File: src/cpr_pkg.sv
// Types and constants shared by the clock page replacement modules.
package cpr_pkg;

    localparam int OP_W      = 2;
    localparam int ST_W      = 2;
    localparam int SLOT_W    = 6;
    localparam int PAGE_BITS = 20;
    localparam int RK_W      = 3;

    // Operation codes.
    localparam logic [OP_W-1:0] OP_INSERT = 2'd0;
    localparam logic [OP_W-1:0] OP_REFER  = 2'd1;
    localparam logic [OP_W-1:0] OP_EVICT  = 2'd2;

    // Status codes.
    localparam logic [ST_W-1:0] ST_OK       = 2'd0;
    localparam logic [ST_W-1:0] ST_FULL     = 2'd1;
    localparam logic [ST_W-1:0] ST_EMPTY    = 2'd2;
    localparam logic [ST_W-1:0] ST_BAD_SLOT = 2'd3;

    // Kinds of result that the controller asks the datapath to build.
    localparam logic [RK_W-1:0] RK_NONE   = 3'd0;
    localparam logic [RK_W-1:0] RK_FULL   = 3'd1;
    localparam logic [RK_W-1:0] RK_EMPTY  = 3'd2;
    localparam logic [RK_W-1:0] RK_REF    = 3'd3;
    localparam logic [RK_W-1:0] RK_INS    = 3'd4;
    localparam logic [RK_W-1:0] RK_VICTIM = 3'd5;

    typedef struct packed {
        logic [OP_W-1:0]      op;
        logic [PAGE_BITS-1:0] page_number;
        logic [SLOT_W-1:0]    slot_index;
    } req_t;

    typedef struct packed {
        logic [ST_W-1:0]      status;
        logic [SLOT_W-1:0]    result_slot;
        logic [PAGE_BITS-1:0] victim_page;
    } rsp_t;

    typedef struct packed {
        logic            load;
        logic            pos_zero;
        logic            pos_hand;
        logic            step;
        logic            ins_write;
        logic            ref_set;
        logic            clr_ref;
        logic            evict;
        logic            res_we;
        logic [RK_W-1:0] res_kind;
    } ctrl_cmd_t;

    typedef struct packed {
        logic [OP_W-1:0] op;
        logic            full;
        logic            empty;
        logic            ref_ok;
        logic            cur_valid;
        logic            cur_ref;
        logic            last_pos;
        logic            scan_done;
    } dp_status_t;

endpackage

File: src/cpr_ctrl.sv
// Sequencing state machine of the clock page replacement block.
module cpr_ctrl
(
    input  logic                clk,
    input  logic                rst_n,
    input  logic                start,
    input  cpr_pkg::dp_status_t stat,
    output cpr_pkg::ctrl_cmd_t  cmd,
    output logic                busy,
    output logic                done
);

    localparam logic [2:0] S_IDLE   = 3'd0;
    localparam logic [2:0] S_DECODE = 3'd1;
    localparam logic [2:0] S_INS    = 3'd2;
    localparam logic [2:0] S_EVI    = 3'd3;
    localparam logic [2:0] S_READ   = 3'd4;
    localparam logic [2:0] S_RESP   = 3'd5;

    logic [2:0] state_reg;
    logic [2:0] state_next;

    always_ff @(posedge clk or negedge rst_n)
    begin
        if (!rst_n)
        begin
            state_reg <= S_IDLE;
        end
        else
        begin
            state_reg <= state_next;
        end
    end

    always_comb
    begin
        cmd        = '0;
        state_next = state_reg;
        case (state_reg)
            S_IDLE:
            begin
                if (start)
                begin
                    cmd.load   = 1'b1;
                    state_next = S_DECODE;
                end
            end
            S_DECODE:
            begin
                case (stat.op)
                    cpr_pkg::OP_INSERT:
                    begin
                        if (stat.full)
                        begin
                            cmd.res_we   = 1'b1;
                            cmd.res_kind = cpr_pkg::RK_FULL;
                            state_next   = S_RESP;
                        end
                        else
                        begin
                            cmd.pos_zero = 1'b1;
                            state_next   = S_INS;
                        end
                    end
                    cpr_pkg::OP_REFER:
                    begin
                        cmd.ref_set  = stat.ref_ok;
                        cmd.res_we   = 1'b1;
                        cmd.res_kind = cpr_pkg::RK_REF;
                        state_next   = S_RESP;
                    end
                    cpr_pkg::OP_EVICT:
                    begin
                        if (stat.empty)
                        begin
                            cmd.res_we   = 1'b1;
                            cmd.res_kind = cpr_pkg::RK_EMPTY;
                            state_next   = S_RESP;
                        end
                        else
                        begin
                            cmd.pos_hand = 1'b1;
                            state_next   = S_EVI;
                        end
                    end
                    default:
                    begin
                        cmd.res_we   = 1'b1;
                        cmd.res_kind = cpr_pkg::RK_NONE;
                        state_next   = S_RESP;
                    end
                endcase
            end
            S_INS:
            begin
                if (!stat.cur_valid)
                begin
                    cmd.ins_write = 1'b1;
                    cmd.res_we    = 1'b1;
                    cmd.res_kind  = cpr_pkg::RK_INS;
                    state_next    = S_RESP;
                end
                else if (stat.last_pos)
                begin
                    cmd.res_we   = 1'b1;
                    cmd.res_kind = cpr_pkg::RK_FULL;
                    state_next   = S_RESP;
                end
                else
                begin
                    cmd.step = 1'b1;
                end
            end
            S_EVI:
            begin
                if (stat.cur_valid && !stat.cur_ref)
                begin
                    cmd.evict  = 1'b1;
                    state_next = S_READ;
                end
                else
                begin
                    cmd.clr_ref = stat.cur_valid;
                    if (stat.scan_done)
                    begin
                        cmd.res_we   = 1'b1;
                        cmd.res_kind = cpr_pkg::RK_EMPTY;
                        state_next   = S_RESP;
                    end
                    else
                    begin
                        cmd.step = 1'b1;
                    end
                end
            end
            S_READ:
            begin
                cmd.res_we   = 1'b1;
                cmd.res_kind = cpr_pkg::RK_VICTIM;
                state_next   = S_RESP;
            end
            S_RESP:
            begin
                if (start)
                begin
                    cmd.load   = 1'b1;
                    state_next = S_DECODE;
                end
                else
                begin
                    state_next = S_IDLE;
                end
            end
            default:
            begin
                state_next = S_IDLE;
            end
        endcase
    end

    assign busy = !((state_reg == S_IDLE) || (state_reg == S_RESP));
    assign done = (state_reg == S_RESP);

endmodule

File: src/cpr_datapath.sv
// Slot store, hand, scan position and result register of the clock page replacement block.
module cpr_datapath
#(
    parameter int SLOTS = 64
)
(
    input  logic                clk,
    input  logic                rst_n,
    input  cpr_pkg::req_t       req,
    input  cpr_pkg::ctrl_cmd_t  cmd,
    output cpr_pkg::dp_status_t stat,
    output cpr_pkg::rsp_t       rsp
);

    localparam int IDX_W  = $clog2(SLOTS);
    localparam int CNT_W  = $clog2(SLOTS + 1);
    localparam int STEP_W = $clog2(2 * SLOTS + 1);
    localparam int EXT_W  = (CNT_W > cpr_pkg::SLOT_W) ? CNT_W : cpr_pkg::SLOT_W;

    // Control state.
    logic [SLOTS-1:0]  valid_reg, valid_next;
    logic [SLOTS-1:0]  ref_reg, ref_next;
    logic [IDX_W-1:0]  hand_reg, hand_next;
    logic [CNT_W-1:0]  count_reg, count_next;
    logic [IDX_W-1:0]  pos_reg, pos_next;
    logic [STEP_W-1:0] steps_reg, steps_next;

    // Payload.
    cpr_pkg::req_t              req_reg, req_next;
    cpr_pkg::rsp_t              rsp_reg, rsp_next;
    logic [cpr_pkg::PAGE_BITS-1:0] rdata_reg;
    logic [cpr_pkg::PAGE_BITS-1:0] tag_mem [SLOTS];

    logic [EXT_W-1:0] slot_ext;
    logic [IDX_W-1:0] ref_idx;
    logic             ref_ok;
    logic             last_pos;
    logic [IDX_W-1:0] pos_step;

    assign slot_ext = EXT_W'(req_reg.slot_index);
    assign ref_idx  = slot_ext[IDX_W-1:0];
    assign ref_ok   = (slot_ext < EXT_W'(SLOTS)) && valid_reg[ref_idx];
    assign last_pos = (pos_reg == IDX_W'(SLOTS - 1));
    assign pos_step = last_pos ? '0 : pos_reg + 1'b1;

    assign stat.op        = req_reg.op;
    assign stat.full      = (count_reg == CNT_W'(SLOTS));
    assign stat.empty     = (count_reg == '0);
    assign stat.ref_ok    = ref_ok;
    assign stat.cur_valid = valid_reg[pos_reg];
    assign stat.cur_ref   = ref_reg[pos_reg];
    assign stat.last_pos  = last_pos;
    assign stat.scan_done = (steps_reg == STEP_W'(2 * SLOTS));

    always_comb
    begin
        valid_next = valid_reg;
        ref_next   = ref_reg;
        hand_next  = hand_reg;
        count_next = count_reg;
        pos_next   = pos_reg;
        steps_next = steps_reg;
        req_next   = cmd.load ? req : req_reg;
        rsp_next   = rsp_reg;

        if (cmd.pos_zero)
        begin
            pos_next = '0;
        end
        if (cmd.pos_hand)
        begin
            pos_next   = hand_reg;
            steps_next = '0;
        end
        if (cmd.step)
        begin
            pos_next   = pos_step;
            steps_next = steps_reg + 1'b1;
        end
        if (cmd.ins_write)
        begin
            valid_next[pos_reg] = 1'b1;
            ref_next[pos_reg]   = 1'b0;
            count_next          = count_reg + 1'b1;
        end
        if (cmd.ref_set)
        begin
            ref_next[ref_idx] = 1'b1;
        end
        if (cmd.clr_ref)
        begin
            ref_next[pos_reg] = 1'b0;
        end
        if (cmd.evict)
        begin
            valid_next[pos_reg] = 1'b0;
            ref_next[pos_reg]   = 1'b0;
            count_next          = count_reg - 1'b1;
            hand_next           = pos_step;
        end

        if (cmd.res_we)
        begin
            rsp_next = '0;
            case (cmd.res_kind)
                cpr_pkg::RK_FULL:
                begin
                    rsp_next.status = cpr_pkg::ST_FULL;
                end
                cpr_pkg::RK_EMPTY:
                begin
                    rsp_next.status = cpr_pkg::ST_EMPTY;
                end
                cpr_pkg::RK_REF:
                begin
                    rsp_next.status      = ref_ok ? cpr_pkg::ST_OK : cpr_pkg::ST_BAD_SLOT;
                    rsp_next.result_slot = req_reg.slot_index;
                end
                cpr_pkg::RK_INS:
                begin
                    rsp_next.status      = cpr_pkg::ST_OK;
                    rsp_next.result_slot = cpr_pkg::SLOT_W'(pos_reg);
                end
                cpr_pkg::RK_VICTIM:
                begin
                    rsp_next.status      = cpr_pkg::ST_OK;
                    rsp_next.result_slot = cpr_pkg::SLOT_W'(pos_reg);
                    rsp_next.victim_page = rdata_reg;
                end
                default:
                begin
                    rsp_next.status = cpr_pkg::ST_OK;
                end
            endcase
        end
    end

    always_ff @(posedge clk or negedge rst_n)
    begin
        if (!rst_n)
        begin
            valid_reg <= '0;
            ref_reg   <= '0;
            hand_reg  <= '0;
            count_reg <= '0;
            pos_reg   <= '0;
            steps_reg <= '0;
        end
        else
        begin
            valid_reg <= valid_next;
            ref_reg   <= ref_next;
            hand_reg  <= hand_next;
            count_reg <= count_next;
            pos_reg   <= pos_next;
            steps_reg <= steps_next;
        end
    end

    always_ff @(posedge clk)
    begin
        req_reg <= req_next;
        rsp_reg <= rsp_next;
    end

    // Page tag store: one write port for inserts, one registered read at the scan position.
    always_ff @(posedge clk)
    begin
        if (cmd.ins_write)
        begin
            tag_mem[pos_reg] <= req_reg.page_number;
        end
        rdata_reg <= tag_mem[pos_reg];
    end

    assign rsp = rsp_reg;

endmodule

File: src/clock_page_replacement.sv
// Top level of the clock (second-chance) page replacement block.
// A transaction is presented on request (op, page_number, slot_index) with start
// held high; it is taken at a rising edge where start is high and busy is low.
// Every transaction yields exactly one response, shown on response for a single
// cycle while done is high; the receiver must take it then, as it cannot stall.
// Insert searches the slots from slot zero for the first free one, one slot per
// cycle, and reports full if it reaches the last slot without finding one.
// Reference, and insert or evict refused at decode, go straight to the response.
// Evict sweeps from the hand one slot per cycle, clearing referenced bits as it
// passes, then reads the victim's page from the tag memory. The walk uses a
// single scan position over the valid and referenced bits.
// A new transaction may be accepted in the cycle that done is high, so
// transactions can follow one another with no gap between them.
// Reset clears every valid and referenced bit, the hand and the resident count
// at once; the page tags are not cleared, as only valid slots' tags are reported.
module clock_page_replacement
#(
    parameter int SLOTS = 64
)
(
    input  logic          clk,
    input  logic          rst_n,
    input  logic          start,
    input  cpr_pkg::req_t request,
    output logic          busy,
    output logic          done,
    output cpr_pkg::rsp_t response
);

    // Command and status bundles between the sequencer and the datapath.
    cpr_pkg::ctrl_cmd_t  cmd;
    cpr_pkg::dp_status_t stat;

    // The sequencer walks a transaction through decode, any scan and response.
    cpr_ctrl u_ctrl
    (
        .clk   (clk),
        .rst_n (rst_n),
        .start (start),
        .stat  (stat),
        .cmd   (cmd),
        .busy  (busy),
        .done  (done)
    );

    // The datapath owns the slot state, the tag memory and the response register.
    cpr_datapath
    #(
        .SLOTS (SLOTS)
    )
    u_dp
    (
        .clk   (clk),
        .rst_n (rst_n),
        .req   (request),
        .cmd   (cmd),
        .stat  (stat),
        .rsp   (response)
    );

endmodule

File: config.mk
export PLATFORM = sky130hd
export DESIGN_NAME = clock_page_replacement
export DESIGN_NICKNAME = d
export VERILOG_FILES = /design/src/cpr_pkg.sv /design/src/cpr_ctrl.sv /design/src/cpr_datapath.sv /design/src/clock_page_replacement.sv
export SDC_FILE = /design/constraint.sdc
export NUM_CORES = 2
export LEC_CHECK = 0
export BUFFER_PORTS_ARGS = -buffer_cell sky130_fd_sc_hd__clkbuf_2
export CELL_PAD_IN_SITES_DETAIL_PLACEMENT = 1
export CELL_PAD_IN_SITES_GLOBAL_PLACEMENT = 2
export CORE_ASPECT_RATIO = 1.5
export CORE_MARGIN = 2
export CORE_UTILIZATION = 30
export DETAILED_ROUTE_END_ITERATION = 8
export GPL_ROUTABILITY_DRIVEN = 0
export HOLD_SLACK_MARGIN = 0.12
export PLACE_DENSITY_LB_ADDON = 0.1
export SYNTH_ARGS = -nofsm -noshare
export SYNTH_HDL_FRONTEND = slang
export SYNTH_HIERARCHICAL = 1
export SYNTH_SLANG_ARGS = --single-unit
File: constraint.sdc
create_clock -name clk -period 9.56 [get_ports clk]
set_clock_uncertainty 0.15 [all_clocks]
set_input_delay 1.912 -clock clk [delete_from_list [all_inputs] [get_ports clk]]
set_output_delay 1.912 -clock clk [all_outputs]
set_load 0.02 [all_outputs]
# Yosys cells after proc, flatten, opt, wreduce, memory -nomap -nowiden
# Memory sizes are Yosys's and may differ from the RTL's. A register that Yosys moved wholly into a read port is not among the register bits.
# Index checks and enable logic that the tools add are counted.
dict set report word_totals {
  ff_bits 214
  ram_bits 1280
  inputBits 31
  output_inout_bits 30
  memories 1
}
dict set report classes {
  n_addsub 4
  order_cmp 5
  eq_ne 18
  n_mux 66
  n_bitwise 7
  reduce_logical 16
}
# name depth word_bits read_ports rd_clocked_by_memory_dff write_ports line
set mem_list {}
lappend mem_list {u_dp.tag_mem 64 20 1 1 1 cpr_datapath.sv:32} ;# logic [cpr_pkg::PAGE_BITS-1:0] tag_mem [SLOTS];
# operator count
set op_table {}
lappend op_table {{$mux W64} 6}
lappend op_table {{$and A64 B64 Y64} 4}
lappend op_table {{$or A64 B64 Y64} 2}
lappend op_table {{$not A64 Y64} 1}
lappend op_table {{$mux W1} 24}
lappend op_table {{$mux W4} 6}
lappend op_table {{$mux W6} 4}
lappend op_table {{$lt A6 B7 Y1 const B} 3}
lappend op_table {{$mux W3} 7}
lappend op_table {{$bmux W1 S6} 3}
lappend op_table {{$pmux W3 S6} 1}
lappend op_table {{$mux W8} 2}
lappend op_table {{$pmux W4 S4} 1}
lappend op_table {{$mux W7} 2}
lappend op_table {{$demux W1 S6} 2}
lappend op_table {{$eq A3 B2 Y1 const B} 4}
lappend op_table {{$eq A3 B3 Y1 const B} 4}
lappend op_table {{$ge A6 B1 Y1 const B} 2}
lappend op_table {{$pmux W4 S3} 1}
lappend op_table {{$pmux W6 S2} 1}
lappend op_table {{$add A8 B1 Y8 const B} 1}
lappend op_table {{$eq A8 B8 Y1 const B} 1}
lappend op_table {{$add A7 B1 Y7 const B} 1}
lappend op_table {{$eq A7 B7 Y1 const B} 1}
lappend op_table {{other kinds (22)} 32}

# Depth between registers and ports, before layout
dict set report logic_depth {
  ltp_word 13
  ltp_mapped 22
}

# Modules after synthesis
# Netlist, hierarchy kept.
# mod instances cells_per_inst area_each_um2
set by_module_without_submodules {}
lappend by_module_without_submodules {cpr_datapath 1 3659 60397.9}
lappend by_module_without_submodules {cpr_ctrl 1 58 466.7}

# Worst setup path before layout
# OpenSTA, ideal clock, no wires.
dict set report synth_timing {
  path_kind {register to register}
  start {reg u_dp.pos_reg[2]}
  end {mem u_dp/tag_mem[59][0] in the netlist's numbering (enable)}
  setup_time_ps 425
  arrival_ps 4372
  required_ps 8985
  slack_ps 4614
  stages_incl_launch_ff 14
  synth_period_minus_slack_ps 4946
  cell_sequence {dfrtp_1 > buf_4 > buf_2 > buf_4 > buf_2 > mux4_2 > nand2_1 > a21oi_1 > nor4_1 > nand3_1 > nor2_1 > clkbuf_1 > nand2_1 > nor3_1}
}
# item line
set synth_lines {}
lappend synth_lines {{start: declaration} cpr_datapath.sv:25} ;# logic [IDX_W-1:0] pos_reg, pos_next;
lappend synth_lines {{start signal: assignment} cpr_datapath.sv:155} ;# pos_reg <= pos_next;
lappend synth_lines {{end: declaration} cpr_datapath.sv:32}

==> impl_summary.md <==
Die
The y dimension of the die is 555.7 microns. The die outline area is 206,600 sq um. The number of placement rows is 202. The die outline width is 371.8 microns.

The starting utilization of the core area is 0.3018. The total core area is 201,700 sq um. The number of top-level pins is 61.

STA
The highest clock frequency the design can meet is 153.5 MHz. In the finished design, the share of the clock period the worst path needs comes to 0.6815. In this run the tightest slew margin relative to its limit is 0.06585. The final setup TNS is 0 ps. The number of slew-limit violations in the final report is 0. Setup violations remaining at the end of the flow were counted as 0. Setup repair after global routing left no endpoint under its margin. The final hold violation count is 0.

The pin slew with the least headroom to its limit is 1387 ps. The clock period minus final worst setup slack is 6516 ps.

Critical path
Among cell families on the critical path, the largest total delay comes from simple AND/OR/NAND/NOR gates. The type of the worst setup path is reg -> reg. The maximum fanout along the worst path is 40. The critical path endpoint category is a flip-flop. The largest incremental delay on the critical path is 930 ps. The number of buffers and inverters on the critical path is 3. STA puts the critical path data required time at 10,150 ps. The number of cells on the worst reg-to-reg path is 17. The worst setup path is launched from a flip-flop.

The beginning of the worst register-to-register path is u_dp/pos_reg[2]. The largest individual stage delay along the critical path comes from the cell dfrtp_4. The critical path goes through clkinv_2, nor2_2, buf_4, a22oi_1, a41oi_1, nor4_1, nand3_1, nand2b_1, nor2_4, buf_4, ha_1, nor2b_1, o21ai_0, a21boi_0, or4_1, nand3_1, xnor2_1. STA puts the critical path data arrival time at 7100 ps. The capture point of the worst reg-to-reg path is u_dp/count_reg[6]. The register-to-register path setup slack is 3040 ps.

Placement
The total of buffers placed on input and output ports is 60. Summed over all nets, the half-perimeter wirelength after detailed placement is 150.3 mm.

Yosys
The synthesized area is 60,860 sq um. In the synthesized netlist the dominant register cell turns out to be edfxtp_1. Counting instances in the post-synthesis netlist gives the leading cell types as edfxtp_1, a221oi_1, nand2_1.

For this run, the register share of the synthesized area comes to 0.7307. The flip-flop and latch count after synthesis is 1,514. For this run, the number of Yosys warnings is 6. Ranked by total cell area, the synthesized netlist is headed by edfxtp_1, dfrtp_1, mux4_2, a221oi_1, mux2i_1. The unique cell type count in the Yosys netlist is 84. Of all cell types, the one taking the most synthesized area is edfxtp_1. Of all flip-flops after synthesis, the portion carrying an async set or reset was 0.1044. The post-synthesis net count is 3,757. The fraction of post-synthesis cell area in the top cell type by area is 0.6591. In the post-synthesis netlist, the cell with the most instances is edfxtp_1.

Synthesis produced 3,717 cells. A synthesized cell averages 16.37 sq um. The number of enable flip-flop cells after synthesis is 1,336.

CTS
The post-CTS resize count is 0. The clock tree from TritonCTS is done. The clock insertion delay at the later pin of the skew report is 830 ps. The buffers inserted during post-CTS setup optimization is 0. The CTS sink count is 1,514. The tree is rooted in a clkbuf_16. The H-tree depth is 4. Hold repair after CTS inserted 0 buffers. The CTS clock-pin slew for the worst setup and hold paths is 60 ps.

Buffers inserted during clock tree synthesis total 165. No sink is reached through more buffers than the 4 on the longest clock path.

Min path
The terminating pin of the worst hold path is u_dp/steps_reg[7]. Counting instances, the worst hold path has a depth of 1. The kind of path behind the tightest hold check is reg -> reg. In this run the most critical hold path is launched from u_dp/steps_reg[7].

Layout
In the final layout, the share of cells above drive strength 1 is 0.1921. The layout overhead on the synthesized area is 14.73%. The register with the most flip-flops in the layout has 1,280 of them. The total number of nets in the final design is 3,893. After filler insertion, the fill cell instance count of the layout stands at 20,380.

Global route
In the global route stage, overall resource usage came out at 0.2378. The number of antenna violations at the first check in global routing was 26. The number of global-route vias before repair is 38,240. The first global-routing pass estimated 339.0 mm of wire. The largest net degree at the start of global routing is 124. After global routing the overflow that remains totals 0.

Detailed routing
The first-pass detailed-route iteration total is 6. The average wire per standard cell is 37.29 microns. The per-cell via count in the routed design is 5.559.

The number of vias in the routed layout is 36,910. Summed over all layers, the routed wires come to 247.5 mm. The detailed router's first-iteration violation count is 3,390.

The number of nets with antenna violations after routing is 0. In the routed design, unresolved DRC markers number 0.

Power
Across the VDD grid, the largest voltage drop is 129.4 uV. The power density normalized to cell area is 285.2 nW/um^2. The completed layout was analyzed and its total power is 19.91 mW. In this run the static leakage power is 23.27 nW.

Job
Max-cap violations in this run came to 0.

Outcome
The flow ran to the end, and the final reports show no timing, DRC or antenna violations.
logic make-up after synthesis:
family          share of synthesized area
flops                              0.7307
compound gates                     0.1116
simple gates                      0.04531
mux                               0.08344
buf+inv                           0.02526
xor+xnor                         0.001727
fa+ha+maj                        0.001974
worst max-delay path by stage:
stage / cells past startpoint / to / from
CTS: 17 / u_dp/count_reg[6] / u_dp/pos_reg[2]
detailed placement: 17 / u_dp/count_reg[6] / u_dp/pos_reg[2]
finish: 17 / u_dp/count_reg[6] / u_dp/pos_reg[2]
floorplan: 13 / u_dp/tag_mem[59][0] / u_dp/pos_reg[2]
global route: 17 / u_dp/count_reg[6] / u_dp/pos_reg[2]
global placement: 17 / u_dp/count_reg[6] / u_dp/pos_reg[2]
worst reg2reg max path: cells and delay by family, from the launching register on:
kind                     cells  cell delay (ps)
AND/OR/NAND/NOR              8             2220
buffers and inverters        3             1690
AO/OA/AOI/OAI                4              940
adder cells (fa/ha/maj)      1              390
XOR/XNOR                     1              110
flip-flops                   1              930
routing by layer:
metal / track usage / wire length, microns / up-vias
li1: - / - / 15370
met1: 0.3092 / 103500 / 20170
met2: 0.4104 / 124500 / 1076
met3: 0.02383 / 10200 / 285
met4: 0.08401 / 9357 / 0
met5: 0 / 0 / -
through the flow:
stage          setup WS, ps  instances  hold slack [ps]  instance area (sq um)    util
4_1_cts                3097       6624            365.2                  69790  0.3460
6_report               3044       6639            361.3                  69830  0.3462
3_5_place_dp           3127       6338            349.2                  64790  0.3212
2_1_floorplan          4614       3717            307.1                  60860       -
3_3_place_gp           3121       6338            338.7                  64790  0.3212
5_1_grt                2814       6633            380.8                  69820  0.3462
area by class of cell:
type,instances,area (sq um),share of cell area
antenna,15,37.54,0.0005375
clock buffer,225,4498,0.06441
clock inverter,61,503.0,0.007203
inverter,17,72.57,0.001039
multi-input combinational,1895,15060,0.2157
sequential,1514,44480,0.6370
tap,2652,3318,0.04752
timing repair buffer,260,1858,0.02661
layout by cell type, fill, tap and decap left out, types with 108 or more instances in the layout:
cell / netlist / final
buf_4: 34 / 196
nand2_1: 176 / 176
mux2i_1: 138 / 138
dfrtp_1: 158 / 155
edfxtp_1: 1336 / 1336
mux2_2: 108 / 108
a221oi_1: 200 / 198
clkbuf_16: 0 / 168
nor2_1: 165 / 146
a21oi_1: 164 / 164
o21ai_0: 127 / 124
a22oi_1: 127 / 127
power breakdown:
part	leakage, nW	switching, mW	internal, mW	total (mW)
clock	2.45	2.70	3.48	6.18
sequential	14.4	0.248	7.77	8.02
combinational	6.45	4.21	1.50	5.71
No activity file was read; power rests on OpenSTA's default activity.
